==> config.mk <==
export PLATFORM = sky130hd
export DESIGN_NAME = ggpc_ctrl
export DESIGN_NICKNAME = d
export VERILOG_FILES = /design/src/design/ggpc_pkg.sv /design/src/design/ggpc_ctrl.sv
export SDC_FILE = /design/constraint.sdc
export NUM_CORES = 1
export LEC_CHECK = 0
export BUFFER_PORTS_ARGS = -buffer_cell sky130_fd_sc_hd__buf_2
export CAP_MARGIN = 20
export CORE_MARGIN = 1.5
export CORE_UTILIZATION = 55
export CTS_BUF_LIST = sky130_fd_sc_hd__clkbuf_8
export CTS_CLUSTER_DIAMETER = 40
export DETAILED_ROUTE_END_ITERATION = 8
export PLACE_DENSITY = 0.89
export RECOVER_POWER = 25
export SYNTH_ARGS = -nofsm -noshare
export SYNTH_HDL_FRONTEND = slang
export SYNTH_SLANG_ARGS = --single-unit
==> constraint.sdc <==
create_clock -name clk_i -period 2.9 [get_ports clk_i]
set_clock_uncertainty 0.2 [all_clocks]
set_input_delay 0.435 -clock clk_i [delete_from_list [all_inputs] [get_ports clk_i]]
set_output_delay 0.435 -clock clk_i [all_outputs]
set_load 0.02 [all_outputs]
==> src/design/ggpc_pkg.sv <==
`timescale 1ns / 1ps
package ggpc_pkg;

  localparam int unsigned CNT_W  = 6;
  localparam int unsigned ITER_W = 5;
  localparam int unsigned CX_W   = 60;
  localparam int unsigned NUM_REGS = 7;

  localparam logic [CNT_W-1:0] SQRT_LAST = 6'd31;

  localparam logic signed [33:0]     PI_Q29          = 34'sd1686629713;
  localparam logic signed [33:0]     RPM_SCALE_Q32   = 34'sd4101392;
  localparam logic signed [33:0]     DT_Q32          = 34'sd42949673;
  localparam logic signed [33:0]     DT_BANG_Q16     = 34'sd6835653;
  localparam logic signed [CX_W-1:0] CORDIC_INV_GAIN = 60'sd652032874;

  typedef enum logic [4:0] {
    ST_IDLE, ST_SQX, ST_SQY, ST_SUM, ST_SQRT, ST_CHK, ST_VEC, ST_ERR, ST_ROT1, ST_TRIG1,
    ST_PROJ, ST_ERRRAD, ST_LIN, ST_ANG, ST_WL1, ST_WL2, ST_WSUM, ST_LEFT, ST_RIGHT,
    ST_HEAD, ST_ROT2, ST_TRIG2, ST_CX, ST_SX, ST_DX, ST_DY, ST_DH, ST_UPDH, ST_DONE
  } ggpc_state_e;

  typedef struct packed {
    ggpc_state_e       op;
    logic [ITER_W-1:0] iter;
    logic              take_in;
    logic              load_out;
  } ggpc_cmd_t;

  typedef struct packed {
    logic arrive;
  } ggpc_stat_t;

  function automatic logic [31:0] atan_lut(input logic [ITER_W-1:0] idx);
    logic [31:0] r;
    case (idx)
      5'd0:    r = 32'h20000000;
      5'd1:    r = 32'h12E4051E;
      5'd2:    r = 32'h09FB385B;
      5'd3:    r = 32'h051111D4;
      5'd4:    r = 32'h028B0D43;
      5'd5:    r = 32'h0145D7E1;
      5'd6:    r = 32'h00A2F61E;
      5'd7:    r = 32'h00517C55;
      5'd8:    r = 32'h0028BE53;
      5'd9:    r = 32'h00145F2F;
      5'd10:   r = 32'h000A2F98;
      5'd11:   r = 32'h000517CC;
      5'd12:   r = 32'h00028BE6;
      5'd13:   r = 32'h000145F3;
      5'd14:   r = 32'h0000A2FA;
      5'd15:   r = 32'h0000517D;
      5'd16:   r = 32'h000028BE;
      5'd17:   r = 32'h0000145F;
      5'd18:   r = 32'h00000A30;
      5'd19:   r = 32'h00000518;
      5'd20:   r = 32'h0000028C;
      5'd21:   r = 32'h00000146;
      5'd22:   r = 32'h000000A3;
      5'd23:   r = 32'h00000051;
      default: r = 32'h00000000;
    endcase
    return r;
  endfunction

endpackage

==> src/design/ggpc_ctrl.sv <==
`timescale 1ns / 1ps
module ggpc_ctrl import ggpc_pkg::*; #(
  parameter int unsigned CORDIC_STEPS = 16
) (
  input  logic       clk_i,
  input  logic       rst_ni,
  input  logic       in_valid_i,
  output logic       in_ready_o,
  output logic       out_valid_o,
  input  logic       out_ready_i,
  input  ggpc_stat_t stat_i,
  output ggpc_cmd_t  cmd_o
);

  localparam logic [CNT_W-1:0] ROT_LAST = CNT_W'(CORDIC_STEPS - 1);

  ggpc_state_e state_q, state_d;
  logic [CNT_W-1:0] cnt_q, cnt_d;
  logic out_valid_q, out_valid_d;
  logic load;

  assign load = (state_q == ST_DONE) && (!out_valid_q || out_ready_i);

  always_comb begin
    state_d     = state_q;
    cnt_d       = '0;
    out_valid_d = out_valid_q;
    if (out_valid_q && out_ready_i) out_valid_d = 1'b0;
    case (state_q)
      ST_IDLE:   if (in_valid_i) state_d = ST_SQX;
      ST_SQX:    state_d = ST_SQY;
      ST_SQY:    state_d = ST_SUM;
      ST_SUM:    state_d = ST_SQRT;
      ST_SQRT: begin
        if (cnt_q == SQRT_LAST) state_d = ST_CHK;
        else cnt_d = cnt_q + 1'b1;
      end
      ST_CHK:    state_d = stat_i.arrive ? ST_DONE : ST_VEC;
      ST_VEC: begin
        if (cnt_q == ROT_LAST) state_d = ST_ERR;
        else cnt_d = cnt_q + 1'b1;
      end
      ST_ERR:    state_d = ST_ROT1;
      ST_ROT1: begin
        if (cnt_q == ROT_LAST) state_d = ST_TRIG1;
        else cnt_d = cnt_q + 1'b1;
      end
      ST_TRIG1:  state_d = ST_PROJ;
      ST_PROJ:   state_d = ST_ERRRAD;
      ST_ERRRAD: state_d = ST_LIN;
      ST_LIN:    state_d = ST_ANG;
      ST_ANG:    state_d = ST_WL1;
      ST_WL1:    state_d = ST_WL2;
      ST_WL2:    state_d = ST_WSUM;
      ST_WSUM:   state_d = ST_LEFT;
      ST_LEFT:   state_d = ST_RIGHT;
      ST_RIGHT:  state_d = ST_HEAD;
      ST_HEAD:   state_d = ST_ROT2;
      ST_ROT2: begin
        if (cnt_q == ROT_LAST) state_d = ST_TRIG2;
        else cnt_d = cnt_q + 1'b1;
      end
      ST_TRIG2:  state_d = ST_CX;
      ST_CX:     state_d = ST_SX;
      ST_SX:     state_d = ST_DX;
      ST_DX:     state_d = ST_DY;
      ST_DY:     state_d = ST_DH;
      ST_DH:     state_d = ST_UPDH;
      ST_UPDH:   state_d = ST_DONE;
      ST_DONE: begin
        if (load) begin
          state_d     = ST_IDLE;
          out_valid_d = 1'b1;
        end
      end
      default:   state_d = ST_IDLE;
    endcase
  end

  always_comb begin
    cmd_o.op       = state_q;
    cmd_o.iter     = cnt_q[ITER_W-1:0];
    cmd_o.take_in  = (state_q == ST_IDLE) && in_valid_i;
    cmd_o.load_out = load;
    in_ready_o     = state_q == ST_IDLE;
    out_valid_o    = out_valid_q;
  end

  always_ff @(posedge clk_i or negedge rst_ni) begin
    if (!rst_ni) begin
      state_q     <= ST_IDLE;
      cnt_q       <= '0;
      out_valid_q <= 1'b0;
    end else begin
      state_q     <= state_d;
      cnt_q       <= cnt_d;
      out_valid_q <= out_valid_d;
    end
  end

`ifndef SYNTHESIS
  a_rise_from_done: assert property (@(posedge clk_i) disable iff (!rst_ni)
    $rose(out_valid_q) |-> $past(state_q == ST_DONE))
    else $error("result raised outside completion");

  a_accept_starts: assert property (@(posedge clk_i) disable iff (!rst_ni)
    (in_valid_i && in_ready_o) |=> (state_q == ST_SQX))
    else $error("accepted item did not start");

  a_cordic_count: assert property (@(posedge clk_i) disable iff (!rst_ni)
    (state_q == ST_VEC || state_q == ST_ROT1 || state_q == ST_ROT2) |-> (cnt_q <= ROT_LAST))
    else $error("rotation counter overrun");

  a_no_overwrite: assert property (@(posedge clk_i) disable iff (!rst_ni)
    (out_valid_q && !out_ready_i) |=> out_valid_q)
    else $error("pending result dropped");
`endif

endmodule

# After elaboration in Yosys (flattened, before gate mapping)
# Cells that the tools add are included.
# Widths: inputs -> output; s select.
dict set report classes {
  add_sub_neg 1
  mul 0
  div 0
  magnitude_cmp 0
  eq_ne 36
  n_shift 0
  muxes 14
  bitwise 0
  reduce_logical 8
}
# operator n
set op_table {}
lappend op_table {{$pmux 5 s29} 1}
lappend op_table {{$eq 5x5->1 const B} 13}
lappend op_table {{$eq 5x4->1 const B} 8}
lappend op_table {{$mux 5} 7}
lappend op_table {{$eq 5x3->1 const B} 4}
lappend op_table {{$mux 6} 2}
lappend op_table {{$ne 2x2->1 const B} 6}
lappend op_table {{$pmux 6 s2} 1}
lappend op_table {{$eq 5x2->1 const B} 2}
lappend op_table {{$add 6x1->6 const B} 1}
lappend op_table {{$eq 6x4->1 const B} 1}
lappend op_table {{$eq 6x5->1 const B} 1}
lappend op_table {{$reduce_and 6->1} 1}
lappend op_table {{$eq 5x1->1 const B} 1}
lappend op_table {{$logic_not 5->1} 1}
lappend op_table {{$logic_and 1x1->1} 3}
lappend op_table {{$mux 1} 3}
lappend op_table {{$reduce_or 3->1} 1}
lappend op_table {{$logic_not 1->1} 1}
lappend op_table {{$logic_or 1x1->1} 1}
dict set report word_totals {
  reg_bits 12
  latch_bits 0
  ram_bits 0
  romBits 0
  input_bits 5
  output_inout_bits 14
  word_cells 62
  memories 0
}

# Logic depth before layout (Yosys ltp)
# Gate-level depths: netlist of the first run.
dict set report logic_depth {
  ltp_word 5
  depth_mapped 6
  mapped_depth_nobuf 6
}

# Worst setup path before layout of the first run
# Ideal clock, no wire load.
dict set report synth_timing {
  kind {reg2out}
  start {register state_q[0]}
  end {output port cmd_o[1] (netlist name)}
  arrival_ns 1.976
  required_ns 2.265
  setup_slack_ns 0.289
  path_stages_with_launch 5
  n_path_buf 1
  cell_sequence {dfrtp_1 buf_4 nor2_1 nor4b_1 and2_1}
}
# element line
set synth_rtl {}
lappend synth_rtl {{start, declared} ggpc_ctrl.sv:17} ;# ggpc_state_e state_q, state_d;
lappend synth_rtl {{start signal, assigned} ggpc_ctrl.sv:95} ;# state_q <= state_d;
lappend synth_rtl {{end, declared} ggpc_ctrl.sv:12} ;# output ggpc_cmd_t cmd_o

==> impl_summary.txt, run 1 <==
----------------------------------------------------
[Worst setup path]
  Number of buffer and inverter instances along the worst setup path ... 1
  List of cells traversed by the critical path ... nor2_1, nor4b_1, and2_1, buf_2
  Critical Path Fanout Max ... 18
  Type of destination of the critical path ... primary output
  Kind of cell adding the most delay to the critical path ... simple AND/OR/NAND/NOR gates
  Data arrival time of the worst path ... roughly 1.8 ns
  Max stage delay cell, worst path ... dfrtp_1
  Delay of the slowest cell on the worst path ... 0.57 ns
  Required time at the endpoint of the critical path ... roughly 2.3 ns
  Startpoint type of the worst setup path ... flop
  Category of the critical setup timing path ... reg2out

[Yosys]
  Instance count of the mapped netlist ... between 90 and 100
  Synthesis-stage register bit count ... 12
  Top-count cell post-synth ... dfrtp_1
  Avg Cell Area, Syn ... 9.23 um2
  Mux cell area share after synthesis ... 0.0285
  Sequential fraction of the synthesis area ... 0.342
  EDFF count, synth ... 0
  Yosys cell types ... 41
  Share of synthesized cell area in full adder, half adder and majority cells ... 0.0143
  Post-synthesis async set-or-reset flop share ... 1.00
  Number of warning messages in the yosys log ... 0
  Synth Flop Type ... dfrtp_1
  Area share of and/or/nand/nor cells after synthesis ... 0.281
  Post-synthesis compound-gate area fraction ... 0.205
  Library cell occupying the most area in the post-synthesis netlist ... dfrtp_1
  Net count after synthesis ... around 100
  Area fraction of the dominant cell type after synthesis ... 0.342
  Top cells by area, synth ... dfrtp_1 34%, buf_4 6.8%, nor2_1 4.3%, nand2_1 3.0%, nor4b_1 3.0%
  Area share of xor/xnor cells in the synthesized design ... 0.0300
  Main combinational cell family by area after synthesis ... simple AND/OR/NAND/NOR gates
  Cell area after synthesis ... between 800 and 900 um2
  Top cell types by occurrence after synthesis ... 12 x dfrtp_1, 10 x nor2_1, 8 x buf_4, 7 x nand2_1, 4 x a21oi_1

[Floorplan]
  Core outline area ... 1510 um2
  Top Ports ... 19
  Die X ... 42.9 um
  Die Outline Area ... roughly 1800 um2
  Row count ... 14
  Initial Utilization ... 0.582
  Die Height ... between 40 and 50 um

[Timing]
  Max Slew Vio Count ... 0
  Hold violation total from the final report ... 0
  Transition at the pin with the smallest max-transition slack ... roughly 0.69 ns
  Highest clock rate ... 420 MHz
  Worst max-slew margin expressed relative to the limit ... 0.543
  Portion of the clock cycle consumed by the worst path in the final layout ... 0.822
  Unrepaired setup endpoints after global routing ... false
  Final setup viols ... 0
  Final TNS setup ... 0 ns
  Final Critical Period ... roughly 2.4 ns

[Final layout]
  Nets ... ~110
  Total of fill cells in the finished design ... 137
  Sequential cell area ... between 300 and 400 um2
  Total area of multi-input combinational cells ... 490 um2
  Share of post-route cells with drive strength above 1 ... 0.295
  Area growth syn-to-layout ... 10.4%
  Antenna diode count ... 0

[Placed design]
  Estimated wirelength of the detail-placed design ... approximately 1.2 mm
  Weighted congestion reported at the end of routability-driven placement ... around 0.77
  Total of buffers placed on input and output ports ... 18

[Pwr]
  Leakage power ... around 0.00044 uW
  Power density over cell area ... 1140 nW/um2
  Final total power ... roughly 1100 uW
  Worst IR Drop VDD ... about 650 uV

[Clocking]
  Number of setup buffers added after CTS ... 0
  Clock insertion delay at the later pin of the skew report ... about 0.24 ns
  Sinks on Clock Net ... 12
  TritonCTS buffer count ... 3
  TritonCTS clock tree ... done
  Clock root buffer ... clkbuf_8
  Number of H-tree levels ... 1
  Clock buffer depth ... 2
  CTS clk-pin slew, worst paths ... approximately 0.050 ns

[Routing]
  Number of detailed-route iterations in the first pass ... 4
  Per-cell via count in the routed design ... a little under 6
  Total length of routed wires ... around 1.7 mm
  Avg WL per Cell ... 14.2 um
  Vias after detailed routing ... a little over 700
  Antenna Nets Post-Route ... 0
  DRC viols ... 0
  Count of routing violations after the opening detailed-route iteration ... 10

[Hold path]
  HP Class ... in2reg

[GRT]
  Initial antenna violation count ... 0
  Final global-route overflow total ... 0
  Wire length of the first global-routing pass ... slightly below 3 mm
  Global-route total usage across every layer ... 0.212
  Vias in the first global route ... between 600 and 700
  Maximum number of pins on one net before global-route repair ... 19

[Run status]
  Run status ... finished clean

[Job]
  MaxCap Viol Count ... 0

----------------------------------------------------
-- cell families after synthesis --
family	count (synthesis)
AOI/OAI and AO/OA	20
xor gates and xnor gates	3
adders and majority gates	1
buffers and inverters	14
DFF	12
muxes	2
and+or+nand+nor	43
-- power breakdown --
part	switching, uW	internal (uW)
combinational	262	275
sequential	162	217
clock	64.9	120
-- path summary, 6_finish.rpt --
kind	endpoint	from	cells after the start	slack (ns)
min in group asynchronous	cnt_q[5]	rst_ni	2	0.54
max in group asynchronous	cnt_q[0]	rst_ni	2	1.53
min	out_valid_o	out_ready_i	3	0.29
min reg2reg	cnt_q[0]	cnt_q[0]	1	0.31
max reg2reg	state_q[4]	cnt_q[0]	6	0.76
max	cmd_o[1]	state_q[1]	4	0.52
-- registers in the layout, indices dropped and copies added, names as in the netlist --
name         cells
cnt_q            6
state_q          5
out_valid_o      1
-- per-layer routing --
layer,global-route usage,share of wire,vias up
li1,-,-,351
met1,0.282,0.48,347
met2,0.309,0.46,21
met3,0.0596,0.047,2
met4,0.115,0.010,0
met5,0,0,-
-- worst reg2reg max path, stage by stage (launching register included) --
cell and delay [ns]:
dfrtp_1 0.40, ha_1 0.21, nand3_1 0.12, or2_4 0.27, o31ai_4 0.31, o31a_4 0.22, mux2_4 0.29
-- stage by stage --
step / instance area (um2) / util / hold WS (ns) / setup WS (ns) / cells
3_5_place_dp: 905 / 0.600 / 0.127 / 0.774 / 116
3_3_place_gp: 905 / 0.600 / 0.126 / 0.796 / 116
6_report: 968 / 0.643 / 0.295 / 0.517 / 121
4_1_cts: 970 / 0.644 / 0.295 / 0.505 / 121
2_1_floorplan: 877 / - / -0.0606 / 0.289 / 95
5_1_grt: 968 / 0.643 / 0.315 / 0.405 / 121
-- final cells by class --
class                   instances  share of cell area
multi-input cells              69               0.506
clock buffers                   4              0.0568
repair buffers                 19               0.102
flip-flops and latches         12               0.310
well taps                      16              0.0207
inverters                       1             0.00388
-- cell usage in the layout, fill, tap and decap left out, types with 2 or more instances in the layout --
master    synthesis  routed
dfrtp_1          12      12
nor2b_1           3       3
nor3b_1           3       3
buf_2             3      17
o21ai_0           2       2
nor3_1            2       2
a21o_1            2       2
nor4b_1           3       3
and2_1            3       3
nand2b_1          3       3
nand3_1           2       2
nor2_1           10      10
a21oi_1           4       4
nand2_1           7       7
xnor2_1           2       2
clkbuf_8          0       4
-- timing repair --
action | in CTS | in global routing
hold endpoints to repair | 12 | 0
resized for setup | 0 | 0
hold buffers | 1 | 0
Note: power is estimated with default switching activity, not from simulation.
==> run 2, diff against run 1 <==
Settings changed: ABC_AREA set to 1, PLACE_DENSITY 0.89 to 0.88.
Clock period 2.9 ns to 2.34 ns, I/O delays scaled along.
==> run 2 against run 1 <==
Net effect:
- global-route usage grew 2.2 points
- die area rose by 1.1%
- sequential share of layout area fell by 0.59 points
- hold slack worse by 0.19 ns
- clock power barely moved
- first-iteration DRC count increased by 120%
- non-clock buffer count unchanged
- critical path depth up 1
- combinational power up 16%
- routed wire length grew 7.0%
- total power increased by 7.4%
- largest cell class unchanged
==> impl_summary.txt, run 2 <==
----------------------------------------------------
[Run status]
  Run status ... finished clean

[Final layout]
  Antenna diode count ... 0 (unchanged)
  Summed area of non-filler cells in the final layout ... 987 um2 (+1.9%)
  Total of fill cells in the finished design ... 143 (+4.4%)
  Number of flip-flops in the largest register ... 6 (unchanged)
  Most frequent cells in the layout ... 25 x nand2_1, 20 x nor2_1, 17 x buf_2
  Area growth syn-to-layout ... 11.3%
  Share of post-route cells with drive strength above 1 ... 0.281 (-0.0138)
  Register with the most flip-flops ... cnt_q
  Nets ... 143 (+28%)
  Commonest non-fill, non-tap cell in the layout ... nand2_1

[Worst setup path]
  Required time at the endpoint of the critical path ... 1.79 ns (-0.48 ns)
  Critical Path Fanout Max ... 9 (-9)
  List of cells traversed by the critical path ... nand2_1, nor2_4, nand2_1, nor2_1, buf_2
  Data arrival time of the worst path ... 1.36 ns (-0.39 ns)
  Max stage delay cell, worst path ... dfrtp_1
  Startpoint type of the worst setup path ... flop
  Type of destination of the critical path ... primary output
  Kind of cell adding the most delay to the critical path ... flip-flops
  Delay of the slowest cell on the worst path ... 0.52 ns (-0.05 ns)
  Category of the critical setup timing path ... reg2out
  Number of buffer and inverter instances along the worst setup path ... 1 (unchanged)
  Top cell by count, worst path ... nand2_1

[Clocking]
  Post-cts repair resize count ... 0 (unchanged)
  TritonCTS clock tree ... done
  TritonCTS buffer count ... 3 (unchanged)
  Clock buffer depth ... 2 (unchanged)
  Clock insertion delay at the later pin of the skew report ... 0.24 ns (about the same)
  Sinks on Clock Net ... 12 (unchanged)
  Number of H-tree levels ... 1 (unchanged)
  Clock root buffer ... clkbuf_8
  Number of setup buffers added after CTS ... 0 (unchanged)
  CTS clk-pin slew, worst paths ... 0.05 ns (about the same)

[Yosys]
  Synthesis-stage register bit count ... 12 (unchanged)
  Share of synthesized cell area in full adder, half adder and majority cells ... 0.0141 (-0.000161)
  Avg Cell Area, Syn ... 7.33 um2 (-21%)
  Instance count of the mapped netlist ... 121 (+27%)
  EDFF count, synth ... 0 (unchanged)
  Top cells by area, synth ... dfrtp_1 34%, nand2_1 11%, nor2_1 8.5%, nand3_1 6.8%, buf_4 6.8%
  Cell area after synthesis ... 887 um2 (+1.1%)
  Mux cell area share after synthesis ... 0 (-0.0285)
  Post-synthesis compound-gate area fraction ... 0.0324 (-0.173)
  Main combinational cell family by area after synthesis ... simple AND/OR/NAND/NOR gates
  Net count after synthesis ... 127 (+26%)
  Top cell types by occurrence after synthesis ... 25 x nand2_1, 20 x nor2_1, 12 x dfrtp_1, 12 x inv_1, 12 x nand3_1
  Yosys cell types ... 24 (-41%)
  Synth Flop Type ... dfrtp_1
  Area share of xor/xnor cells in the synthesized design ... 0.0296 (-0.000338)
  Area fraction of the dominant cell type after synthesis ... 0.339 (-0.00386)
  Area share of and/or/nand/nor cells after synthesis ... 0.447 (+0.166)
  Top-count cell post-synth ... nand2_1
  Post-synthesis async set-or-reset flop share ... 1.00 (unchanged)
  Number of warning messages in the yosys log ... 0 (unchanged)
  Sequential fraction of the synthesis area ... 0.339 (-0.00386)
  Library cell occupying the most area in the post-synthesis netlist ... dfrtp_1

[Floorplan]
  Die X ... 43.2 um (+0.52%)
  Core outline area ... 1510 um2 (unchanged)
  Top Ports ... 19 (unchanged)
  Die Outline Area ... 1860 um2 (+1.1%)
  Die Height ... 43.2 um (+0.52%)
  Row count ... 14 (unchanged)
  Initial Utilization ... 0.589 (+0.00664)

[GRT]
  Maximum number of pins on one net before global-route repair ... 13 (-6)
  Final global-route overflow total ... 0 (unchanged)
  Initial antenna violation count ... 0 (unchanged)
  Global-route total usage across every layer ... 0.234 (+0.0218)
  Wire length of the first global-routing pass ... 3.17 mm (+9.3%)
  Vias in the first global route ... 746 (+11%)

[Placed design]
  Total of buffers placed on input and output ports ... 18 (unchanged)
  Post-place instance area ... 937 um2 (+3.6%)
  Estimated wirelength of the detail-placed design ... 1.41 mm (+19%)
  Weighted congestion reported at the end of routability-driven placement ... 0.914 (+19%)

[Timing]
  Final TNS setup ... 0 ns (unchanged)
  Worst max-slew margin expressed relative to the limit ... 0.541 (-0.00193)
  Unrepaired setup endpoints after global routing ... false
  Max Slew Vio Count ... 0 (unchanged)
  Hold violation total from the final report ... 0 (unchanged)
  Highest clock rate ... about 520 MHz
  Portion of the clock cycle consumed by the worst path in the final layout ... 0.818
  Final setup viols ... 0 (unchanged)
  Final Critical Period ... between 1.5 and 2 ns
  Transition at the pin with the smallest max-transition slack ... 0.688 ns (+0.00290 ns)

[Pwr]
  Leakage power ... 0.000514 uW (+16%)
  Power density over cell area ... 1200 nW/um2 (+5.4%)
  Worst IR Drop VDD ... 675 uV (+3.5%)

[Routing]
  Vias after detailed routing ... 814 (+13%)
  Count of routing violations after the opening detailed-route iteration ... 22 (+12)
  Avg WL per Cell ... 12.2 um (-14%)
  Total length of routed wires ... 1.84 mm (+7.0%)
  DRC viols ... 0 (unchanged)
  Per-cell via count in the routed design ... 5.39 (-9.5%)
  Number of detailed-route iterations in the first pass ... 4 (unchanged)
  Antenna Nets Post-Route ... 0 (unchanged)

[Job]
  MaxCap Viol Count ... 0 (unchanged)

[Hold path]
  HP Class ... in2reg

----------------------------------------------------
-- run 2: cells by family (layout without fill, tap and decap cells) --
logic type / count (synthesis) / after routing
compound gates: 5 / 5
flops: 12 / 12
buf+inv: 24 / 38
simple gates: 76 / 76
fa+ha+maj: 1 / 1
xor+xnor: 3 / 3
-- run 2: final timing paths --
path                        startpoint     endpoint  slack [ns]  cells after the start
max                         state_q[2]     cmd_o[0]        0.42                      5
min                        out_ready_i  out_valid_o        0.10                      2
max reg2reg                   cnt_q[0]   state_q[4]        0.68                      9
min reg2reg                   cnt_q[0]     cnt_q[0]        0.31                      1
max in group asynchronous       rst_ni   state_q[2]        1.03                      2
min in group asynchronous       rst_ni   state_q[4]        0.47                      2
-- run 2: what timing repair did --
action                                 in CTS  in global routing
endpoints found under the hold margin      12                  0
hold buffers                                1                  0
setup endpoints to repair                   0                  0
-- run 2: metrics by stage --
stage          cells  hold WS (ns)  utilization  power (uW)  setup WS (ns)
6_report         151         0.104        0.655        1180          0.425
5_1_grt          151         0.139        0.655        1280          0.312
4_1_cts          151        0.0997        0.656        1180          0.421
3_5_place_dp     147        0.0531        0.622         994          0.686
3_3_place_gp     147        0.0444        0.622         969          0.699
2_1_floorplan    121        -0.145            -         863          0.657
-- run 2: layout make-up --
type | count | area, um2 | share of cell area
clock buffers | 3 | 41.3 | 0.0418
inverters | 16 | 62.6 | 0.0634
repair buffers | 19 | 98.8 | 0.100
well taps | 16 | 20.0 | 0.0203
flip-flops and latches | 12 | 300 | 0.304
multi-input cells | 85 | 464 | 0.470
-- run 2: power by group --
group / internal (uW) / switching (uW) / total (uW)
Clock: 113 / 72.8 / 186
Combinational: 209 / 414 / 623
Sequential: 262 / 112 / 374
-- run 2: worst reg2reg max path, delay by kind of cell, from the launching register on --
family / cells / cell delay [ns]
AND/OR/NAND/NOR: 8 / 0.77
adder cells (fa/ha/maj): 1 / 0.23
flip-flops: 1 / 0.40
-- run 2: routing by layer --
metal | vias up | share of wire | track usage
li1 | 402 | - | -
met4 | 0 | 0.020 | 0.103
met3 | 7 | 0.055 | 0.0511
met5 | - | 0 | 0
met2 | 36 | 0.51 | 0.406
met1 | 369 | 0.41 | 0.271
